===== config.mk =====
export PLATFORM = sky130hd
export DESIGN_NAME = stream_classifier_table_flat
export DESIGN_NICKNAME = d
export VERILOG_FILES = /design/src/scls_pkg.sv /design/src/scls_chan_if.sv /design/src/scls_cell.sv /design/src/stream_classifier_table.sv /design/src/flat_wrapper.sv
export SDC_FILE = /design/constraint.sdc
export NUM_CORES = 1
export LEC_CHECK = 0
export BUFFER_PORTS_ARGS = -buffer_cell sky130_fd_sc_hd__buf_4
export CAP_MARGIN = 40
export CELL_PAD_IN_SITES_DETAIL_PLACEMENT = 1
export CELL_PAD_IN_SITES_GLOBAL_PLACEMENT = 2
export CORE_AREA = 2 2 39 41
export DETAILED_ROUTE_END_ITERATION = 8
export DIE_AREA = 0 0 41 43
export PLACE_DENSITY_LB_ADDON = 0.1
export SLEW_MARGIN = 20
export SYNTH_ARGS = -nofsm -noshare
export SYNTH_HDL_FRONTEND = slang
export SYNTH_HIERARCHICAL = 1
export SYNTH_SLANG_ARGS = --single-unit

===== constraint.sdc =====
create_clock -name i_clk -period 2.01 [get_ports i_clk]
set_input_delay 0.402 -clock i_clk [delete_from_list [all_inputs] [get_ports i_clk]]
set_output_delay 0.402 -clock i_clk [all_outputs]
set_load 0.005 [all_outputs]

===== src/scls_pkg.sv =====
// Shared types and constants of the stream classifier table.
// No dependencies.
package scls_pkg;

    typedef enum logic [1:0] {
        K_LOOKUP = 2'd0,
        K_ADD    = 2'd1,
        K_FLUSH  = 2'd2,
        K_OFF    = 2'd3
    } t_kind;

    typedef enum logic [2:0] {
        ST_OK        = 3'd0,
        ST_BAD_COUNT = 3'd1,
        ST_EXISTS    = 3'd2,
        ST_STREAMS   = 3'd3,
        ST_SLOTS     = 3'd4
    } t_status;

    localparam int CFG_IDX_W  = 1;
    localparam int CFG_DATA_W = 4;

    typedef enum logic [CFG_IDX_W-1:0] {
        REG_STREAM_LIMIT = 1'b0,
        REG_SLOT_LIMIT   = 1'b1
    } t_reg_idx;

    localparam logic [CFG_DATA_W-1:0] LIMIT_RESET = 4'd8;
    localparam logic [7:0]            MAX_FRAMES  = 8'd4;
    localparam logic [3:0]            COUNTER_MAX = 4'hf;
    localparam logic [3:0]            SLOT_CAP    = 4'd8;

    typedef struct packed {
        t_kind       kind;
        logic [31:0] dest_ip;
        logic [31:0] com_id;
        logic [31:0] trigger_ns;
        logic [7:0]  frame_count;
        logic        restart;
    } t_req;

    typedef struct packed {
        logic [2:0] stream_id;
        logic       drop;
        t_status    status;
        logic [2:0] slot;
    } t_rsp;

endpackage


===== src/scls_chan_if.sv =====
// Valid/ready channel carrying one payload per transfer.
// Payload type is set at instantiation (scls_pkg::t_req or t_rsp).
interface scls_chan_if #(parameter type t_payload = logic);
    logic     valid;
    logic     ready;
    t_payload data;

    modport source (output valid, output data, input ready);
    modport sink (input valid, input data, output ready);
endinterface


===== src/scls_cell.sv =====
// One table entry of the classifier chain: stores the entry, merges its
// match and victim info into the carry from its left neighbor.
module scls_cell #(
    parameter int  TABLE_ENTRIES = 8,
    parameter int  IDX           = 0,
    parameter type t_carry       = logic,
    parameter type t_upd         = logic
) (
    input  logic   i_clk,
    input  logic   i_rst_n,
    input  t_upd   i_upd,
    input  t_carry i_carry,
    output t_carry o_carry
);
    localparam int IDX_W = $clog2(TABLE_ENTRIES);
    localparam logic [IDX_W-1:0] MY_IDX  = IDX_W'(IDX);
    localparam logic [IDX_W-1:0] AGE_TOP = IDX_W'(TABLE_ENTRIES - 1);

    logic             r_valid;
    logic [IDX_W-1:0] r_age;
    logic [63:0]      r_key;
    logic [31:0]      r_trigger;
    logic [2:0]       r_frames;
    logic [3:0]       r_stream;
    logic             w_match;
    t_carry           n_carry;
    t_carry           r_carry;

    always_comb begin
        n_carry = i_carry;
        w_match = r_valid && (r_key == i_upd.key);
        // newest match wins; earlier cell keeps a tie
        if (w_match && (!i_carry.hit || (r_age < i_carry.age))) begin
            n_carry.hit     = 1'b1;
            n_carry.age     = r_age;
            n_carry.stream  = r_stream;
            n_carry.frames  = r_frames;
            n_carry.trigger = r_trigger;
        end
        if (!r_valid && !i_carry.free_hit) begin
            n_carry.free_hit = 1'b1;
            n_carry.free_idx = MY_IDX;
        end
        if (r_age > i_carry.max_age) begin
            n_carry.max_age = r_age;
            n_carry.max_idx = MY_IDX;
        end
    end

    always_ff @(posedge i_clk) begin
        r_carry <= n_carry;
    end

    always_ff @(posedge i_clk) begin
        if (!i_rst_n) begin
            r_valid <= 1'b0;
            r_age   <= '0;
        end else if (i_upd.flush) begin
            r_valid <= 1'b0;
            r_age   <= '0;
        end else if (i_upd.insert) begin
            if (i_upd.victim == MY_IDX) begin
                r_valid <= 1'b1;
                r_age   <= '0;
            end else if (r_valid && (r_age < AGE_TOP)) begin
                r_age <= r_age + 1'b1;
            end
        end
    end

    always_ff @(posedge i_clk) begin
        if (i_upd.insert && (i_upd.victim == MY_IDX)) begin
            r_key     <= i_upd.key;
            r_trigger <= i_upd.trigger;
            r_frames  <= i_upd.frames;
            r_stream  <= i_upd.stream;
        end
    end

    assign o_carry = r_carry;

endmodule


===== src/stream_classifier_table.sv =====
// Stream classifier table: a chain of TABLE_ENTRIES entry cells.
// The result is registered after the match/victim carry has walked through
//   the cell chain, one cell per cycle; a new item is accepted only in the
//   idle state, so one item is handled at a time.
// Reset (sync, active low): table empty, both counters 0, limits 8.
// The result register lets the next item in while a result is still waiting.
module stream_classifier_table #(
    parameter int TABLE_ENTRIES = 8,
    parameter int STREAM_IDS    = 8
) (
    input  logic                             i_clk,
    input  logic                             i_rst_n,
    scls_chan_if.sink                        i_req,
    scls_chan_if.source                      o_rsp,
    input  logic                             i_cfg_we,
    input  logic [scls_pkg::CFG_IDX_W-1:0]   i_cfg_idx,
    input  logic [scls_pkg::CFG_DATA_W-1:0]  i_cfg_data
);
    import scls_pkg::*;

    localparam int IDX_W = $clog2(TABLE_ENTRIES);
    localparam logic [IDX_W-1:0] CNT_LAST = IDX_W'(TABLE_ENTRIES - 1);

    // carry handed from cell to cell: best match so far plus victim search
    typedef struct packed {
        logic             hit;
        logic [IDX_W-1:0] age;
        logic [3:0]       stream;
        logic [2:0]       frames;
        logic [31:0]      trigger;
        logic             free_hit;
        logic [IDX_W-1:0] free_idx;
        logic [IDX_W-1:0] max_age;
        logic [IDX_W-1:0] max_idx;
    } t_carry;

    // broadcast to all cells: compare key plus write/flush command
    typedef struct packed {
        logic             flush;
        logic             insert;
        logic [IDX_W-1:0] victim;
        logic [63:0]      key;
        logic [31:0]      trigger;
        logic [2:0]       frames;
        logic [3:0]       stream;
    } t_upd;

    typedef enum logic [1:0] {
        S_IDLE,
        S_WALK,
        S_DONE
    } t_state;

    t_state           r_state;
    logic [IDX_W-1:0] r_cnt;
    t_req             r_req;
    t_rsp             r_out;
    logic             r_out_valid;
    logic [3:0]       r_stream_cnt;
    logic [3:0]       r_slot_cnt;
    logic [3:0]       r_stream_limit;
    logic [3:0]       r_slot_limit;

    logic             w_in_fire;
    logic             w_fire;
    t_carry           w_chain [TABLE_ENTRIES+1];
    t_carry           w_final;
    t_upd             w_upd;
    t_upd             w_upd_g;
    t_rsp             w_res;
    logic [3:0]       n_stream_cnt;
    logic [3:0]       n_slot_cnt;
    logic [3:0]       w_sc;
    logic [3:0]       w_slc;
    logic [3:0]       w_sid;
    logic [3:0]       w_slim;
    logic [3:0]       w_flim;

    assign w_in_fire = i_req.valid && i_req.ready;
    assign i_req.ready = (r_state == S_IDLE);
    // finish only when the result register is free this cycle
    assign w_fire = (r_state == S_DONE) && (!r_out_valid || o_rsp.ready);

    // ---------------- cell chain ----------------
    assign w_chain[0] = '0;
    for (genvar g = 0; g < TABLE_ENTRIES; g++) begin : g_cell
        scls_cell #(
            .TABLE_ENTRIES (TABLE_ENTRIES),
            .IDX           (g),
            .t_carry       (t_carry),
            .t_upd         (t_upd)
        ) u_cell (
            .i_clk   (i_clk),
            .i_rst_n (i_rst_n),
            .i_upd   (w_upd_g),
            .i_carry (w_chain[g]),
            .o_carry (w_chain[g+1])
        );
    end
    assign w_final = w_chain[TABLE_ENTRIES];

    // ---------------- decision ----------------
    always_comb begin
        w_slim = r_stream_limit;
        if ({3'b000, r_stream_limit} > 7'(STREAM_IDS)) begin
            w_slim = 4'(STREAM_IDS);
        end
        w_flim = (r_slot_limit > SLOT_CAP) ? SLOT_CAP : r_slot_limit;

        w_res          = '0;
        w_res.status   = ST_OK;
        n_stream_cnt   = r_stream_cnt;
        n_slot_cnt     = r_slot_cnt;
        w_sc           = r_stream_cnt;
        w_slc          = r_slot_cnt;
        w_sid          = '0;
        w_upd          = '0;
        w_upd.key      = {r_req.com_id, r_req.dest_ip};
        w_upd.trigger  = r_req.trigger_ns;
        w_upd.frames   = r_req.frame_count[2:0];
        // first empty entry, else the oldest one
        w_upd.victim   = w_final.free_hit ? w_final.free_idx : w_final.max_idx;

        case (r_req.kind)
            K_LOOKUP: begin
                // counter at zero means classification is off
                if (r_stream_cnt != 4'd0) begin
                    if (w_final.hit) begin
                        w_res.stream_id = w_final.stream[2:0];
                    end else begin
                        w_res.drop = 1'b1;
                    end
                end
            end
            K_ADD: begin
                if (r_req.frame_count > MAX_FRAMES) begin
                    w_res.status = ST_BAD_COUNT;
                end else begin
                    w_sc         = r_req.restart ? 4'd0 : r_stream_cnt;
                    w_slc        = r_req.restart ? 4'd0 : r_slot_cnt;
                    n_stream_cnt = w_sc;
                    n_slot_cnt   = w_slc;
                    if (w_final.hit && ({5'b00000, w_final.frames} == r_req.frame_count)
                            && (w_final.trigger == r_req.trigger_ns)) begin
                        w_res.status    = ST_EXISTS;
                        w_res.stream_id = w_final.stream[2:0];
                    end else begin
                        if (w_final.hit) begin
                            w_sid = w_final.stream;
                        end else begin
                            // new id is consumed even if the add fails
                            w_sid = w_sc;
                            if (w_sc < COUNTER_MAX) begin
                                n_stream_cnt = w_sc + 4'd1;
                            end
                        end
                        if (w_sid >= w_slim) begin
                            w_res.status = ST_STREAMS;
                        end else if (w_slc >= w_flim) begin
                            w_res.status = ST_SLOTS;
                        end else begin
                            w_res.slot      = w_slc[2:0];
                            w_res.stream_id = w_sid[2:0];
                            n_slot_cnt      = w_slc + 4'd1;
                            w_upd.insert    = 1'b1;
                            w_upd.stream    = w_sid;
                        end
                    end
                end
            end
            K_FLUSH: begin
                w_upd.flush = 1'b1;
            end
            K_OFF: begin
                n_stream_cnt = 4'd0;
            end
            default: begin
            end
        endcase

        w_upd_g        = w_upd;
        w_upd_g.insert = w_upd.insert && w_fire;
        w_upd_g.flush  = w_upd.flush && w_fire;
    end

    // ---------------- sequencer ----------------
    always_ff @(posedge i_clk) begin
        if (!i_rst_n) begin
            r_state      <= S_IDLE;
            r_cnt        <= '0;
            r_out_valid  <= 1'b0;
            r_stream_cnt <= 4'd0;
            r_slot_cnt   <= 4'd0;
        end else begin
            // a new result wins over the transfer of the old one
            if (w_fire) begin
                r_out_valid <= 1'b1;
            end else if (o_rsp.valid && o_rsp.ready) begin
                r_out_valid <= 1'b0;
            end
            case (r_state)
                S_IDLE: begin
                    if (w_in_fire) begin
                        r_state <= S_WALK;
                        r_cnt   <= '0;
                    end
                end
                S_WALK: begin
                    // stay here until the carry has passed through every cell
                    if (r_cnt == CNT_LAST) begin
                        r_state <= S_DONE;
                        r_cnt   <= '0;
                    end else begin
                        r_cnt <= r_cnt + 1'b1;
                    end
                end
                S_DONE: begin
                    if (w_fire) begin
                        r_state      <= S_IDLE;
                        r_stream_cnt <= n_stream_cnt;
                        r_slot_cnt   <= n_slot_cnt;
                    end
                end
                default: begin
                    r_state <= S_IDLE;
                end
            endcase
        end
        if (w_in_fire) begin
            r_req <= i_req.data;
        end
        if (w_fire) begin
            r_out <= w_res;
        end
    end

    // ---------------- configuration ----------------
    always_ff @(posedge i_clk) begin
        if (!i_rst_n) begin
            r_stream_limit <= LIMIT_RESET;
            r_slot_limit   <= LIMIT_RESET;
        end else if (i_cfg_we) begin
            case (i_cfg_idx)
                REG_STREAM_LIMIT: r_stream_limit <= i_cfg_data;
                REG_SLOT_LIMIT:   r_slot_limit   <= i_cfg_data;
                default: begin
                end
            endcase
        end
    end

    assign o_rsp.valid = r_out_valid;
    assign o_rsp.data  = r_out;

endmodule


===== src/flat_wrapper.sv =====
// flat-port wrapper written by rule: the top's interface ports become plain ports
module stream_classifier_table_flat import scls_pkg::*;
#(
    parameter int TABLE_ENTRIES = 8,
    parameter int STREAM_IDS    = 8
)
  (i_clk, i_rst_n, i_cfg_we, i_cfg_idx, i_cfg_data, i_req_valid, i_req_data, i_req_ready, o_rsp_valid, o_rsp_data, o_rsp_ready);
  scls_chan_if i_req_i ();
  scls_chan_if o_rsp_i ();
  input  logic i_clk;
  input  logic i_rst_n;
  input  logic i_cfg_we;
  input  logic [scls_pkg::CFG_IDX_W-1:0] i_cfg_idx;
  input  logic [scls_pkg::CFG_DATA_W-1:0] i_cfg_data;
  input wire logic [$bits(i_req_i.valid)-1:0] i_req_valid;
  input wire logic [$bits(i_req_i.data)-1:0] i_req_data;
  output wire logic [$bits(i_req_i.ready)-1:0] i_req_ready;
  output wire logic [$bits(o_rsp_i.valid)-1:0] o_rsp_valid;
  output wire logic [$bits(o_rsp_i.data)-1:0] o_rsp_data;
  input wire logic [$bits(o_rsp_i.ready)-1:0] o_rsp_ready;
  assign i_req_i.valid = i_req_valid;
  assign i_req_i.data = i_req_data;
  assign i_req_ready = i_req_i.ready;
  assign o_rsp_valid = o_rsp_i.valid;
  assign o_rsp_data = o_rsp_i.data;
  assign o_rsp_i.ready = o_rsp_ready;
  stream_classifier_table #(.TABLE_ENTRIES(TABLE_ENTRIES), .STREAM_IDS(STREAM_IDS)) u_core (.i_clk(i_clk), .i_rst_n(i_rst_n), .i_req(i_req_i), .o_rsp(o_rsp_i), .i_cfg_we(i_cfg_we), .i_cfg_idx(i_cfg_idx), .i_cfg_data(i_cfg_data));
endmodule

* After elaboration in Yosys (flattened, before gate mapping)
Index checks and enable logic that the tools add are counted.
** Storage, ports and cells
- Register bits :: 6
- Latch bits :: 0
- Memory bits (writable) :: 0
- Bits in read-only memories :: 0
- Input bits :: 11
- Logic and storage cells :: 29
- Memories kept :: 0
** Cells by class
- $add $sub $neg :: 1
- Multipliers :: 0
- Divide/modulo/power cells :: 0
- $lt $le $gt $ge :: 0
- Equal/unequal tests :: 6
- Shift operators :: 0
- Mux-type cells :: 9
- Bitwise operators :: 0
- Reductions and logical operators :: 10
** Operator list (number)
- two-way mux 2 bit :: 3
- two-way mux 3 bit :: 2
- one-hot mux 2 bit (3 select lines) :: 1
- one-hot mux 3 bit (2 select lines) :: 1
- inequality test 2 x 1 -> 1 bit, second input constant :: 2
- nonzero test 2 bit :: 2
- adder 3 x 1 -> 3 bit, second input constant :: 1
- equality test 3 bit, second input constant :: 1
- logical AND 1 bit :: 3
- AND reduction 3 bit :: 1
- equality test 2 x 1 -> 1 bit, second input constant :: 1
- equality test 2 bit, second input constant :: 1
- logical NOT 2 bit :: 1
- two-way mux 1 bit :: 2
- inequality test 2 bit, second input constant :: 1
- AND reduction 2 bit :: 1
- logical NOT 1 bit :: 1
- logical OR 1 bit :: 1

* Logic depth before layout (Yosys ltp)
Gate-level depths: netlist of the first run.
- Depth in word-level cells :: 5
- Gate-level depth with buffers :: 4

* Worst setup path after synthesis of the first run
OpenSTA, ideal clock, no wires.
- Path type :: register -> register
- Start point :: register u_core.r_cnt[0]
- End point :: register u_core.r_cnt[1]
- Setup time :: 0.075 ns
- Arrival :: 1.176 ns
- Setup slack :: 0.759 ns
- Stages on the path, launching flop included :: 5
- Buffers on the path :: 0
- Clock period less this slack :: 1.251 ns
- Cells stage by stage :: dfxtp_1 -> ha_1 -> ha_1 -> or3b_1 -> o22ai_1
** Between the ends
- Cells in the longest elaborated chain, start to end :: 3
- Elaborated cells on any way between the ends :: 4
- Classes of those cells :: add/sub: 1; eq/ne: 1; mux: 2
** RTL lines
- start: declaration :: line stream_classifier_table.sv:55 : logic [IDX_W-1:0] r_cnt;
- start signal: assignment :: line stream_classifier_table.sv:214 : r_cnt <= r_cnt + 1'b1;
- adder 3 x 1 -> 3 bit or equality test 3 bit (tied branches) :: line stream_classifier_table.sv:214, stream_classifier_table.sv:210
- two-way mux 3 bit * :: line stream_classifier_table.sv:210 : if (r_cnt == CNT_LAST) begin
- one-hot mux 3 bit (2 select lines) * :: line stream_classifier_table.sv:201 : case (r_state)
Every way passes the cells marked *; elsewhere a longest branch is shown, timed or not.
A chain may end at the register's enable or synchronous reset.

* Worst setup path after layout of the first run
- Start point :: register u_core.r_cnt[0]
- End point :: register u_core.r_cnt[0]
Same word-level chain as after synthesis.

==> results of run 1 <==
==> worst paths after layout <==
kind              slack [ns]  depth (start not counted)             from                end
setup reg to reg        0.64                          4  u_core/r_cnt[0]    u_core/r_cnt[0]
hold / removal          0.44                          3      i_req_valid  u_core/r_state[0]
setup / recovery        0.64                          4  u_core/r_cnt[0]    u_core/r_cnt[0]
hold reg to reg         0.46                          2  u_core/r_cnt[2]    u_core/r_cnt[2]
==> kinds of logic (layout without fill, tap and decap cells) <==
group | count (synthesis) | count (layout) | share of synthesized area (%)
adders and majority gates | 2 | 2 | 8.40
AOI/OAI and AO/OA | 7 | 7 | 16.0
buffers and inverters | 1 | 8 | 2.52
and+or+nand+nor | 15 | 15 | 31.5
DFF | 6 | 6 | 40.3
other | 1 | 1 | 1.26
==> power by group through the flow <==
stage / clock (W) / sequential (W) / combinational, W
final: 0.000114 / 0.000128 / 0.0000271
after global routing: 0.000128 / 0.000129 / 0.0000309
after detailed placement: 0 / 0.000130 / 0.0000279
after CTS: 0.000122 / 0.000128 / 0.0000280
after floorplan: 0 / 0.000129 / 0.0000165
after global placement: 0 / 0.000130 / 0.0000257
==> stage by stage <==
step                      instances  hold slack (ns)
after floorplan                  32            0.440
after global placement           52            0.454
after detailed placement         52            0.466
after CTS                        55            0.429
after global routing             55            0.448
final                            55            0.436
==> critical path, stage by stage (launching register included) <==
cell	delay, ns
dfxtp_1	0.31
ha_1	0.21
ha_1	0.21
or3b_1	0.39
o22ai_1	0.17
==> state kept, by name, summed over array words and instances, names as in the netlist <==
name / cells
u_core/o_rsp.valid: 1
u_core/r_cnt: 3
u_core/r_state: 2
==> area by class of cell <==
| class | count | area [um^2] | share of cell area [%] |
|---|---|---|---|
| multi-input combinational | 25 | 170 | 45.9 |
| clock buffer | 3 | 22.5 | 6.08 |
| timing repair buffer | 5 | 37.5 | 10.1 |
| tap | 16 | 20.0 | 5.41 |
| sequential | 6 | 120 | 32.4 |
==> synth_stat cells (all sizes together) <==
cell type | n | area (um^2)
dfxtp | 6 | 120
a21boi | 2 | 15.0
o22ai | 2 | 12.5
nand4b | 1 | 8.76
or3b | 1 | 8.76
nand2 | 4 | 15.0
ha | 2 | 25.0
conb | 1 | 3.75
or2b | 1 | 7.51
nand3b | 1 | 7.51
nor2 | 1 | 3.75
a21oi | 1 | 5.00
o21ai | 1 | 5.00
o21ba | 1 | 10.0
nand2b | 5 | 31.3
nand4bb | 1 | 11.3
buf | 1 | 7.51
==> routing by layer <==
layer  track usage (%)  vias up  wire length [um]
met5                 0        -                 0
met3              4.71        0                38
li1                  -      125                 -
met4              10.0        0                 0
met1              11.9      111               294
met2              15.0        6               340
==> summary.md, run 1 <==
| Metric | Value |
|---|---|
| Outcome | `finished, final reports clean` |
| Clock share of power | `42.3%` |
| Area of the core | `~0.0014 mm^2` |
| Cells after Synth | `32` |
| Via count of the first global-routing pass | `278` |
| # rows | `14` |
| Setup bufs post-CTS | `0` |
| Logic pwr share | `10.1%` |
| Mapped Nets | `45` |
| Global-route wire length before repair | `between 1000 and 1500 um` |
| Pleak | `0.149 nW` |
| Max-Cap Viols | `0` |
| PortBufs | `5` |
| Net Switching | `approximately 0.000063 W` |
| # setup viols final | `0` |
| Avg Inst Size Synth | `between 9 and 10 um^2` |
| Synth Cell Area | `298 um^2` |
| Fmax | `0.731 GHz` |
| Worst Hold Class | `in -> reg` |
| Register area share after synthesis | `40.3%` |
| Synthesis Warnings | `6` |
| TritonCTS clock tree | `yes` |
| Net Sw Frac | `a little under a quarter` |
| Crit path DAT | `1.54 ns` |
| Clock Path Buffers | `2` |
| Max-slew violations | `0` |
| Post-cts resize count | `0` |
| Sequential power share | `47.6%` |
| Final WS setup | `roughly 0.64 ns` |
| Worst-path fanout max | `3` |
| Critical path required time | `around 2.2 ns` |
| VDD IR max | `~0.00025 V` |
| DR DRC count | `0` |
| Setup crit start kind | `flip-flop` |
| Placement Cell Area | `348 um^2` |
| Die area | `between 0.0015 and 0.002 mm^2` |
| TritonCTS Sinks | `6` |
| Antenna cell count | `0` |
| Final Core Density | `26.8%` |
| Layout cell share with drive strength beyond 1 | `between 20% and 30%` |
| Grt ovf | `0` |
| Routability cong. | `0.596` |
| Hold-fix buffers, CTS | `0` |
| Clk_skew | `a little over 0.0004 ns` |
| Via count | `242` |
| Initial core utilization | `between 20 and 25%` |
| Antenna violations before repair | `0` |
| Clock root buffer master | `clkbuf_4` |
| Routed WL | `673 um` |
| Width of the die | `~41 um` |
| Crit path time final | `1.37 ns` |
| Pwr dens | `roughly 730 mW/mm^2` |
| Clock transition at the registers of the reported paths | `approximately 0.050 ns` |
| Pin count of the biggest net entering global routing | `10` |
| Commonest non-fill, non-tap cells in the layout | `6 x dfxtp_1, 5 x buf_4, 5 x nand2b_1` |
| DR vias/cell | `about 4.4` |
| Setup WS pre-CTS | `~0.65 ns` |
| Period utilization | `68.0%` |
| Synth cell types | `17` |
| DR iter-0 viols | `3` |
| Total internal power | `about 0.00021 W` |
| RSZ-0062 raised after global routing | `false` |
| Fillers | `169` |
| Io pins | `14` |
| GRT Total Usage | `10.9%` |
| Seq cells post-synth | `6` |
| Avg WL per Cell | `between 10 and 15 um` |
| Design area | `roughly 370 um^2` |
| Synth-to-Final Area Change | `24.4%` |
| Max H-tree Level | `1` |
| Pre-Repair DR Iteration Count | `2` |
| Critical path class | `reg -> reg` |
| Clock Latency Late Sink | `approximately 0.24 ns` |
| Antenna Nets Post-Route | `0` |
| Fin. Hold Viols | `0` |
| Final nets | `54` |
| Total chip power | `~0.00027 W` |
| CTS Buf Count | `3` |
| Commonest non-fill, non-tap cell in the layout | `dfxtp_1` |
| Die Ht | `roughly 43 um` |
| Setup TNS | `0 ns` |
| Crit path capture type | `flip-flop` |
(Power assumes the default switching activity.)
==> run 2: changes to the inputs <==
--- a/config.mk
+++ b/config.mk
@@ -5,13 +5,13 @@
 export SDC_FILE = /design/constraint.sdc
 export NUM_CORES = 1
 export LEC_CHECK = 0
+export ABC_AREA = 1
 export BUFFER_PORTS_ARGS = -buffer_cell sky130_fd_sc_hd__buf_4
 export CAP_MARGIN = 40
 export CELL_PAD_IN_SITES_DETAIL_PLACEMENT = 1
 export CELL_PAD_IN_SITES_GLOBAL_PLACEMENT = 2
-export CORE_AREA = 2 2 39 41
+export CORE_UTILIZATION = 18
 export DETAILED_ROUTE_END_ITERATION = 8
-export DIE_AREA = 0 0 41 43
 export PLACE_DENSITY_LB_ADDON = 0.1
 export SLEW_MARGIN = 20
 export SYNTH_ARGS = -nofsm -noshare
==> constraint.sdc (replaced) <==
create_clock -name i_clk -period 1.1 [get_ports i_clk]
set_input_delay 0.22 -clock i_clk [delete_from_list [all_inputs] [get_ports i_clk]]
set_output_delay 0.22 -clock i_clk [all_outputs]
set_load 0.005 [all_outputs]
==> summary.md, run 2 <==
| Metric | Value |
|---|---|
| Outcome | `finished, final reports clean (unchanged)` |
| # setup viols final | `0 (unchanged)` |
| Yosys top cell by area | `dfxtp_1 (unchanged)` |
| Width of the die | `41.3 um (was 41 um)` |
| R2R cell count | `5 (was 4)` |
| Critical path required time | `1.28 ns (was 2.18 ns)` |
| Io pins | `14 (unchanged)` |
| Clock root buffer master | `clkbuf_4 (unchanged)` |
| Routed WL | `686 um (was 673 um)` |
| Top post-synthesis cells by count | `8 x nand2_1, 6 x dfxtp_1, 5 x a21oi_1, 5 x nor2_1, 4 x inv_1 (was 6 x dfxtp_1, 5 x nand2b_1, 4 x nand2_1)` |
| Commonest non-fill, non-tap cells in the layout | `8 x nand2_1, 6 x buf_4, 6 x dfxtp_1 (was 6 x dfxtp_1, 5 x buf_4, 5 x nand2b_1)` |
| Number of flip-flops in the largest register | `3 (unchanged)` |
| Fin. Hold Viols | `0 (unchanged)` |
| Period utilization | `96.1% (was 68.0%)` |
| Critical path class | `reg -> reg (unchanged)` |
| Max-slew violations | `0 (unchanged)` |
| Top-count cell post-synth | `nand2_1 (was dfxtp_1)` |
| Hold-fix buffers, CTS | `0 (unchanged)` |
| Antenna cell count | `0 (unchanged)` |
| Via count | `267 (was 242)` |
| Avg WL per Cell | `11.2 um (was 12.2 um)` |
| Fmax | `0.946 GHz (was 0.731 GHz)` |
| Clock share of power | `42.9% (was 42.3%)` |
| PortBufs | `5 (unchanged)` |
| Seq cells post-synth | `6 (unchanged)` |
| Max-Cap Viols | `0 (unchanged)` |
| Total internal power | `0.000371 W (was 0.000207 W)` |
| Pleak | `0.162 nW (was 0.149 nW)` |
| Setup bufs post-CTS | `0 (unchanged)` |
| Clk_skew | `0.000677 ns (was 0.000408 ns)` |
| Initial core utilization | `20.3% (was 21.5%)` |
| Non-Filler Instances | `61 (was 55)` |
| DR vias/cell | `4.38 (was 4.40)` |
| Synth Cell Area | `278 um^2 (was 298 um^2)` |
| Synth-to-Final Area Change | `36.0% (was 24.4%)` |
| Setup WS pre-CTS | `-0.0170 ns (was 0.652 ns)` |
| Avg Inst Size Synth | `7.31 um^2 (was 9.31 um^2)` |
| Synthesis Warnings | `6 (unchanged)` |
| Area of the core | `0.00137 mm^2 (was 0.00138 mm^2)` |
| Mapped Nets | `51 (was 45)` |
| Register area share after synthesis | `43.2% (was 40.3%)` |
| Pwr dens | `1290 mW/mm^2 (was 727 mW/mm^2)` |
| Clock Path Buffers | `2 (unchanged)` |
| Final WS setup | `0.0434 ns (was 0.643 ns)` |
| Clock Latency Late Sink | `0.25 ns (was 0.24 ns)` |
| Worst Hold Class | `in -> reg (unchanged)` |
| Hpwl dp | `515 um` |
| VDD IR max | `0.000459 V (was 0.000245 V)` |
| Cells after Synth | `38 (was 32)` |
| Net Switching | `0.000118 W (was 0.0000625 W)` |
| GRT Total Usage | `12.1% (was 10.9%)` |
| Crit path time final | `1.06 ns (was 1.37 ns)` |
| Crit path DAT | `1.23 ns (was 1.54 ns)` |
| Top FF cell, synth | `dfxtp_1 (unchanged)` |
| Max H-tree Level | `1 (unchanged)` |
| Die area | `0.00170 mm^2 (was 0.00176 mm^2)` |
| # rows | `13 (was 14)` |
| Pre-Repair DR Iteration Count | `4 (was 2)` |
| Synth cell types | `12 (was 17)` |
| Number of synthesized flops with an enable pin | `0 (unchanged)` |
| Sequential power share | `47.0% (was 47.6%)` |
| Hold Path Stages | `2 (was 3)` |
| Die Ht | `41.3 um (was 43 um)` |
| Fillers | `181 (was 169)` |
| Synth top area share | `43.2% (was 40.3%)` |
| DR iter-0 viols | `5 (was 3)` |
| Logic pwr share | `10.1% (about the same)` |
| Placed cells | `58 (was 52)` |
| Antenna violations before repair | `0 (unchanged)` |
| TritonCTS clock tree | `yes (unchanged)` |
| Crit path capture type | `flip-flop (unchanged)` |
| Via count of the first global-routing pass | `284 (was 278)` |
| Commonest non-fill, non-tap cell in the layout | `nand2_1 (was dfxtp_1)` |
| Worst-path fanout max | `4 (was 3)` |
| Largest cells by area after synthesis | `dfxtp_1 43%, nand2_1 11%, a21oi_1 9.0% (was dfxtp_1 40%, nand2b_1 11%, ha_1 8.4%)` |
| Grt ovf | `0 (unchanged)` |
| Setup crit start kind | `flip-flop (unchanged)` |
| Antenna Nets Post-Route | `0 (unchanged)` |
| Net Sw Frac | `24.0% (was 23.2%)` |
| CTS Buf Count | `3 (unchanged)` |
| Layout cell share with drive strength beyond 1 | `32.6% (was 23.1%)` |
| TritonCTS Sinks | `6 (unchanged)` |
| Final nets | `61 (was 54)` |
| DR DRC count | `0 (unchanged)` |
| Share of synthesized flip-flops with an asynchronous set or reset | `0% (unchanged)` |
| Pin count of the biggest net entering global routing | `6 (was 10)` |
| Global-route wire length before repair | `1180 um (unchanged)` |
| Clock transition at the registers of the reported paths | `0.05 ns (about the same)` |
| Register name with the most flops | `u_core/r_cnt (unchanged)` |
| Routability cong. | `0.750 (was 0.596)` |
## run 2: cell types whose count changed after synthesis, sizes merged, moves of 3 or more
cell,change
inv,+5
nand2,+5
nand2b,-5
a21oi,+4
nor2,+4
nand3,+3
## run 2: final timing paths
check	startpoint	end	slack [ns]
setup / recovery	u_core/r_cnt[0]	u_core/r_cnt[1]	0.04
hold / removal	i_rst_n	u_core/o_rsp.valid	0.20
setup reg to reg	u_core/r_cnt[0]	u_core/r_cnt[1]	0.04
hold reg to reg	u_core/r_cnt[1]	u_core/r_cnt[1]	0.52
## run 2: cell type report
type	instances	area (um^2)	share of cell area [%]
Clock buffer	3	22.5	5.96
Tap cell	15	18.8	4.97
Multi-Input combinational cell	26	153	40.4
Timing Repair Buffer	6	45.0	11.9
Inverter	5	18.8	4.97
Sequential cell	6	120	31.8
## run 2: layer usage
| metal | track usage [%] | vias up | wire, um |
|---|---|---|---|
| met3 | 6.52 | 2 | 39 |
| li1 | - | 134 | - |
| met4 | 9.68 | 0 | 12 |
| met2 | 18.0 | 8 | 311 |
| met5 | 0 | - | 0 |
| met1 | 12.6 | 123 | 322 |
## run 2: cells by family (layout without fill, tap and decap cells)
family                   count (synthesis)  count (layout)  share of synthesized area, %
AND/OR/NAND/NOR                         17              17                          25.2
AO/OA/AOI/OAI                            6               6                          11.7
flip-flops                               6               6                          43.2
buffers and inverters                    6              14                          9.46
adder cells (fa/ha/maj)                  2               2                          9.01
other                                    1               1                          1.35
## run 2: power groups by stage
stage	Sequential (W)	Clock, W	Combinational [W]
floorplan	0.000233	0	0.0000264
CTS	0.000229	0.000220	0.0000473
global route	0.000230	0.000238	0.0000571
global placement	0.000233	0	0.0000449
detailed placement	0.000234	0	0.0000471
finish	0.000230	0.000210	0.0000495
## run 2: metrics by stage
step | setup TNS (ns) | area (um^2) | utilization, % | hold slack (ns) | power (W)
2_1_floorplan | 0 | 278 | - | 0.338 | 0.000259
3_3_place_gp | 0 | 334 | 24.5 | 0.448 | 0.000278
3_5_place_dp | -0.0170 | 334 | 24.5 | 0.453 | 0.000281
4_1_cts | 0 | 359 | 26.3 | 0.193 | 0.000497
5_1_grt | -0.00999 | 378 | 27.7 | 0.193 | 0.000525
6_report | 0 | 378 | 27.7 | 0.196 | 0.000489
## run 2: what timing repair did
item                                   in CTS  in global routing
endpoints found under the hold margin       0                  0
gates resized for setup                     1                  4
pin swaps                                   0                  1
setup endpoints to repair                   1                  4
## run 2: worst max-delay path: stages (launching register included)
cell and delay (ns):
dfxtp_1 0.31, ha_2 0.20, ha_4 0.17, nor2_2 0.10, nand2_1 0.06, a21oi_1 0.14
